--- src/rtl/pcgr_pkg.sv ---
`default_nettype none
// ---------------------------------------------------------------------------
// pcgr_pkg: shared types and constants
// Opcodes, multiplier constants and the controller/datapath command struct.
// ---------------------------------------------------------------------------
package pcgr_pkg;

    localparam logic [63:0] MULT_HI = 64'hfa744cb0f736314b;
    localparam logic [63:0] MULT_LO = 64'ha95189b5eb77099f;

    localparam logic [1:0] OP_RAW    = 2'd0;
    localparam logic [1:0] OP_RANGE  = 2'd1;
    localparam logic [1:0] OP_RESEED = 2'd2;
    localparam logic [1:0] OP_UNUSED = 2'd3;

    localparam logic CFG_SEED   = 1'b0;
    localparam logic CFG_STREAM = 1'b1;

    // datapath micro-operations
    typedef enum logic [3:0] {
        DOP_NONE   = 4'd0,
        DOP_LOAD   = 4'd1,  // latch limits, swap, form bound
        DOP_MSTART = 4'd2,  // latch step operands
        DOP_MUL    = 4'd3,  // one 32x32 partial product
        DOP_MFIN   = 4'd4,  // finish LCG step, latch output
        DOP_CLR    = 4'd5,  // reseed: clear state, set increment
        DOP_ADDSD  = 4'd6,  // reseed: add seed
        DOP_DSTART = 4'd7,  // start modulo
        DOP_DIV    = 4'd8,  // one restoring-division bit
        DOP_RES    = 4'd9   // form result
    } t_dop;

    typedef enum logic [1:0] {
        RES_ZERO  = 2'd0,
        RES_RAW   = 2'd1,
        RES_RANGE = 2'd2
    } t_rsel;

    typedef struct packed {
        t_dop  op;
        logic  div_thr;  // modulo target: 1 threshold, 0 draw
        t_rsel rsel;
    } t_cmd;

    typedef struct packed {
        logic mul_done;
        logic div_done;
        logic bound_zero;
        logic accept;    // draw >= threshold
    } t_sts;

endpackage
`default_nettype wire

--- src/rtl/pcgr_ctrl.sv ---
`default_nettype none
// ---------------------------------------------------------------------------
// pcgr_ctrl: operation sequencer
// Walks the datapath through steps, reseed and rejection sampling.
// ---------------------------------------------------------------------------
module pcgr_ctrl
    import pcgr_pkg::*;
(
    input  wire logic       i_clk,
    input  wire logic       i_rst_n,
    input  wire logic       i_valid,
    output logic            o_stall,
    input  wire logic [1:0] i_opcode,
    output logic            o_valid,
    input  wire logic       i_stall,
    output t_cmd            o_cmd,
    input  wire t_sts       i_sts
);

    typedef enum logic [11:0] {
        S_IDLE  = 12'b000000000001,
        S_LOAD  = 12'b000000000010,
        S_MST   = 12'b000000000100,
        S_MUL   = 12'b000000001000,
        S_MFIN  = 12'b000000010000,
        S_TSTA  = 12'b000000100000,
        S_TDIV  = 12'b000001000000,
        S_CHK   = 12'b000010000000,
        S_DDIV  = 12'b000100000000,
        S_ADD   = 12'b001000000000,
        S_RES   = 12'b010000000000,
        S_OUT   = 12'b100000000000
    } t_state;

    t_state r_state, n_state;
    logic [1:0] r_op, n_op;
    logic       r_pass, n_pass;   // reseed step count
    logic       r_valid, n_valid;
    t_cmd       w_cmd;

    always_comb begin
        n_state = r_state; n_op = r_op; n_pass = r_pass; n_valid = r_valid;
        w_cmd = '{op: DOP_NONE, div_thr: 1'b0, rsel: RES_ZERO};
        if (r_valid && !i_stall) n_valid = 1'b0;
        case (r_state)
            S_IDLE: begin
                if (i_valid && !r_valid) begin
                    n_op = i_opcode; n_pass = 1'b0;
                    case (i_opcode)
                        OP_RAW:    begin w_cmd.op = DOP_MSTART; n_state = S_MUL; end
                        OP_RANGE:  begin w_cmd.op = DOP_LOAD; n_state = S_LOAD; end
                        OP_RESEED: begin w_cmd.op = DOP_CLR; n_state = S_MST; end
                        default:   n_state = S_RES;
                    endcase
                end
            end
            S_LOAD: begin
                if (i_sts.bound_zero) n_state = S_MST;
                else begin
                    w_cmd.op = DOP_DSTART; w_cmd.div_thr = 1'b1; n_state = S_TDIV;
                end
            end
            S_TDIV: begin
                w_cmd.op = DOP_DIV; w_cmd.div_thr = 1'b1;
                if (i_sts.div_done) begin w_cmd.op = DOP_NONE; n_state = S_MST; end
            end
            S_MST:  begin w_cmd.op = DOP_MSTART; n_state = S_MUL; end
            S_MUL: begin
                w_cmd.op = DOP_MUL;
                if (i_sts.mul_done) n_state = S_MFIN;
            end
            S_MFIN: begin
                w_cmd.op = DOP_MFIN;
                if (r_op == OP_RESEED) begin
                    if (r_pass) n_state = S_RES;
                    else n_state = S_ADD;
                    n_pass = 1'b1;
                end else if (r_op == OP_RANGE && !i_sts.bound_zero) n_state = S_CHK;
                else n_state = S_RES;
            end
            S_ADD:  begin w_cmd.op = DOP_ADDSD; n_state = S_MST; end
            S_CHK: begin
                if (i_sts.accept) begin w_cmd.op = DOP_DSTART; n_state = S_DDIV; end
                else n_state = S_MST;
            end
            S_DDIV: begin
                w_cmd.op = DOP_DIV;
                if (i_sts.div_done) begin w_cmd.op = DOP_NONE; n_state = S_RES; end
            end
            S_RES: begin
                w_cmd.op = DOP_RES;
                if (r_op == OP_RAW) w_cmd.rsel = RES_RAW;
                else if (r_op == OP_RANGE)
                    w_cmd.rsel = i_sts.bound_zero ? RES_RAW : RES_RANGE;
                n_state = S_OUT;
            end
            S_OUT: begin n_valid = 1'b1; n_state = S_IDLE; end
            default: n_state = S_IDLE;
        endcase
    end

    always_ff @(posedge i_clk) begin
        if (!i_rst_n) begin
            r_state <= S_IDLE; r_valid <= 1'b0; r_op <= OP_RAW; r_pass <= 1'b0;
        end else begin
            r_state <= n_state; r_valid <= n_valid; r_op <= n_op; r_pass <= n_pass;
        end
    end

    assign o_stall = (r_state != S_IDLE) || r_valid;
    assign o_valid = r_valid;
    assign o_cmd   = w_cmd;

endmodule
`default_nettype wire

--- config.mk ---
export PLATFORM = sky130hd
export DESIGN_NAME = pcgr_ctrl
export DESIGN_NICKNAME = d
export VERILOG_FILES = /design/src/rtl/pcgr_pkg.sv /design/src/rtl/pcgr_ctrl.sv
export SDC_FILE = /design/constraint.sdc
export NUM_CORES = 1
export LEC_CHECK = 0
export BUFFER_PORTS_ARGS = -buffer_cell sky130_fd_sc_hd__buf_4
export CAP_MARGIN = 10
export CORE_MARGIN = 5
export CORE_UTILIZATION = 55
export CTS_CLUSTER_SIZE = 28
export DETAILED_ROUTE_END_ITERATION = 8
export GPL_TIMING_DRIVEN = 0
export PLACE_DENSITY = 0.78
export SLEW_MARGIN = 10
export SYNTH_ARGS = -nofsm -noshare
export SYNTH_HDL_FRONTEND = slang
export SYNTH_SLANG_ARGS = --single-unit
--- constraint.sdc ---
create_clock -name i_clk -period 3.45 [get_ports i_clk]
set_input_delay 0.8625 -clock i_clk [delete_from_list [all_inputs] [get_ports i_clk]]
set_output_delay 0.8625 -clock i_clk [all_outputs]
set_load 0.02 [all_outputs]
==> summary.txt <==
Pwr
  • Leak: 0.0005658 uW
  • Power per cell area: 390.8 nW/um^2
  • Switching share of power: 37.24%
  • Combinational fraction of design power: 41.7%
  • Peak VDD IR: 0.3068 mV
  • Flop pwr share: 37.2%
  • Internal power: 322.8 uW
  • Clk pwr share: 21.1%
  • NetSw: 191.5 uW

Global route
  • GRT overflow: 0
  • Pin count of the biggest net entering global routing: 11
  • Number of global-route vias before repair: 1011
  • Antenna violations before repair: 0
  • Total Routing Usage GR: 22.07%
  • First-pass GRT wire length: 4685 microns

Synth
  • Compound-gate portion of the synthesized area: 14.41%
  • XOR/XNOR Fraction of Synth Area: 3.128%
  • Largest family of logic cells by synthesized area: simple AND/OR/NAND/NOR gates
  • Mapped cell area: 1120 sq um
  • Main synth FF type: dfxtp_1
  • EDFF count, synth: 0
  • Adder-cell area share of the yosys netlist: 4.469%
  • Post-synthesis simple-gate area fraction: 40.67%
  • Synth warn: 0
  • Post-synthesis mux area share: 2.682%
  • Syn Inst Count: 141
  • Post-synthesis sequential area ratio: 26.82%
  • Yosys reg bits: 15
  • Syn Nets: 155
  • Netlist cell types: 44
  • Synth async-reset ratio: 0%
  • Syn avg cell area: 7.942 sq um

Place
  • GPL Wtd Cong: 0.8983
  • Detail Placement HPWL: 2212 microns
  • I/O Buffers: 18
  • Dpl cell area: 1289 sq um

Finish
  • Post-layout util: 67.78%
  • Fraction of layout cells with a size suffix above 1: 21.47%
  • Commonest non-fill, non-tap cell in the layout: buf_4
  • Area Overhead vs Synth: 17.54%
  • Layout fillers: 190
  • Antenna Cells: 0
  • Most frequent cells in the layout: 19 x buf_4, 17 x nor2_1, 15 x dfxtp_1
  • Post-Layout Inst Area: 1316 sq um
  • Fin nets: 178

STA
  • Final period util: 93.98%
  • Worst-margin pin slew: 0.5097 ns
  • Setup tns final: 0 ns
  • RSZ-0062 raised after global routing: no
  • Final setup viols: 0
  • Fmax: 308.4 MHz
  • Final Hold Vio Count: 0
  • Slew Limit Fails: 0
  • Min cycle time layout: 3.242 ns
  • Clk_skew: 0.001372 ns
  • Slew HR: 65.73%

Setup path
  • Worst Setup Start Kind: flip-flop
  • CP bufs+invs: 3
  • Worst r2r path cells: 7
  • Critical Path Max Stage Delay: 0.47 ns
  • Crit-path cells: clkbuf_1, or4_4, buf_6, nor3_4, nand3_1, nor3_1, buf_4
  • WP data required: 2.59 ns
  • WP depth: 7
  • Kind of cell adding the most delay to the critical path: simple AND/OR/NAND/NOR gates
  • Worst reg-to-reg setup slack: 1.36 ns
  • Crit path arrival time: 2.38 ns
  • Critical Path End Type: output port
  • Kind of critical path: reg2out
  • CP max FO: 10
  • Worst path slowest cell: or4_4

Clocking
  • CTS resizes: 0
  • CTS clk-pin slew, worst paths: 0.10 ns
  • Root Buffer: clkbuf_4
  • Hold buffer count at CTS: 0
  • H-tree Lvls: 1
  • CTS tree: yes
  • CTS buffer count: 3
  • Clock Tree Buf Depth: 2
  • Setup bufs post-CTS: 0
  • Clock Sinks: 15
  • Clk_lat worst skew: 0.30 ns

Route
  • DR pass1 iterations: 4
  • Antenna viol nets, final: 0
  • Routed wire length: 2865 microns
  • Via count: 1131
  • Drt via density: 5.953
  • DRC violations left: 0
  • Iteration-0 DRC Markers: 46
  • Drt wl/cell: 15.08 microns

Die
  • Die area: 3038 sq um
  • Core ar.: 1942 sq um
  • # IOs: 19
  • Die width: 55.12 microns
  • Die height: 55.12 microns
  • Initial Util: 57.67%
  • # rows: 16

Run status
  • Outcome: complete, no violations

Min path
  • Min-delay worst type: reg2reg
  • Hold path depth: 2

Job
  • Max Cap Violations: 0
## power by group through the flow
stage	registers, uW	clock network, uW	logic [uW]
after floorplan	193	0	157
after global placement	195	0	211
after detailed placement	195	0	212
after CTS	191	109	213
after global routing	192	116	234
final	191	109	214
## metrics by stage
stage	worst slack [ns]	hold WS (ns)	power (uW)	cells
6_report	0.2076	0.5578	514.4	190
5_1_grt	0.08287	0.5881	541.9	190
4_1_cts	0.2326	0.5603	513.8	190
3_5_place_dp	0.5818	0.5461	407.6	186
3_3_place_gp	0.6138	0.5228	405.6	186
2_1_floorplan	0.6566	0.5132	349.7	141
## cells by family (layout without fill, tap and decap cells)
group / after synthesis / in the layout
AO/OA/AOI/OAI: 24 / 24
XOR/XNOR: 4 / 4
adder cells (fa/ha/maj): 4 / 4
buffers and inverters: 16 / 38
flip-flops: 15 / 15
multiplexers: 3 / 3
AND/OR/NAND/NOR: 75 / 75
## sequential cells by signal, indices dropped and copies added (netlist names)
name and cells:
r_state 11, o_valid 1, r_op 2, r_pass 1
## per-layer routing
metal	vias up	wire, microns	track usage (%)
li1	546	-	-
met4	0	59	10.12
met3	9	192	3.217
met2	50	1398	37.20
met1	526	1214	27.51
met5	-	0	0
## worst register-to-register path, cell delays in order, from the launching register on
cell and delay (ns):
dfxtp_1 0.31, clkbuf_1 0.22, or4_4 0.47, buf_6 0.16, nor3_4 0.21, and4_1 0.29
o21ai_0 0.09, a21boi_0 0.25
## synth_stat cells, types with 2 or more instances
library cell  number  share of area, %
a21boi_0           2               1.3
a21oi_1            5               2.2
nor2b_1            6               3.4
mux2i_1            3               2.7
dfxtp_1           15                27
ha_1               4               4.5
nor3b_1            3               2.0
a31oi_1            3               1.7
nor3_1             3               1.3
nor4b_1            2               1.6
nor2_1            17               5.7
or4_1              6               4.0
nand3_1            4               1.8
o211ai_1           2               1.3
xor2_1             2               1.6
clkbuf_1           6               2.0
and2_1             2               1.1
and3_1             3               1.7
nand3b_1           2               1.3
nand4_1            3               1.7
nand2_1           12               4.0
nand2b_1           2               1.1
o21ai_0            5               2.2
inv_1              5               1.7
a211o_2            2               1.8
xnor2_1            2               1.6
buf_6              3               3.0
## path summary, 6_finish.rpt
kind	start	endpoint
max	r_state[8]	o_cmd[0]
min	r_pass	r_pass
max reg2reg	r_state[8]	r_state[8]
min reg2reg	r_pass	r_pass
## final cells by class
class,count,area (sq um),share of cell area [%]
inverter,5,18.77,1.426
sequential,15,300.3,22.81
clock buffer,3,22.52,1.711
buffer,11,68.82,5.228
timing repair buffer,18,135.1,10.27
multi-input combinational,110,732.0,55.61
clock inverter,1,5.005,0.3802
tap,27,33.78,2.567
(Power assumes the default switching activity.)
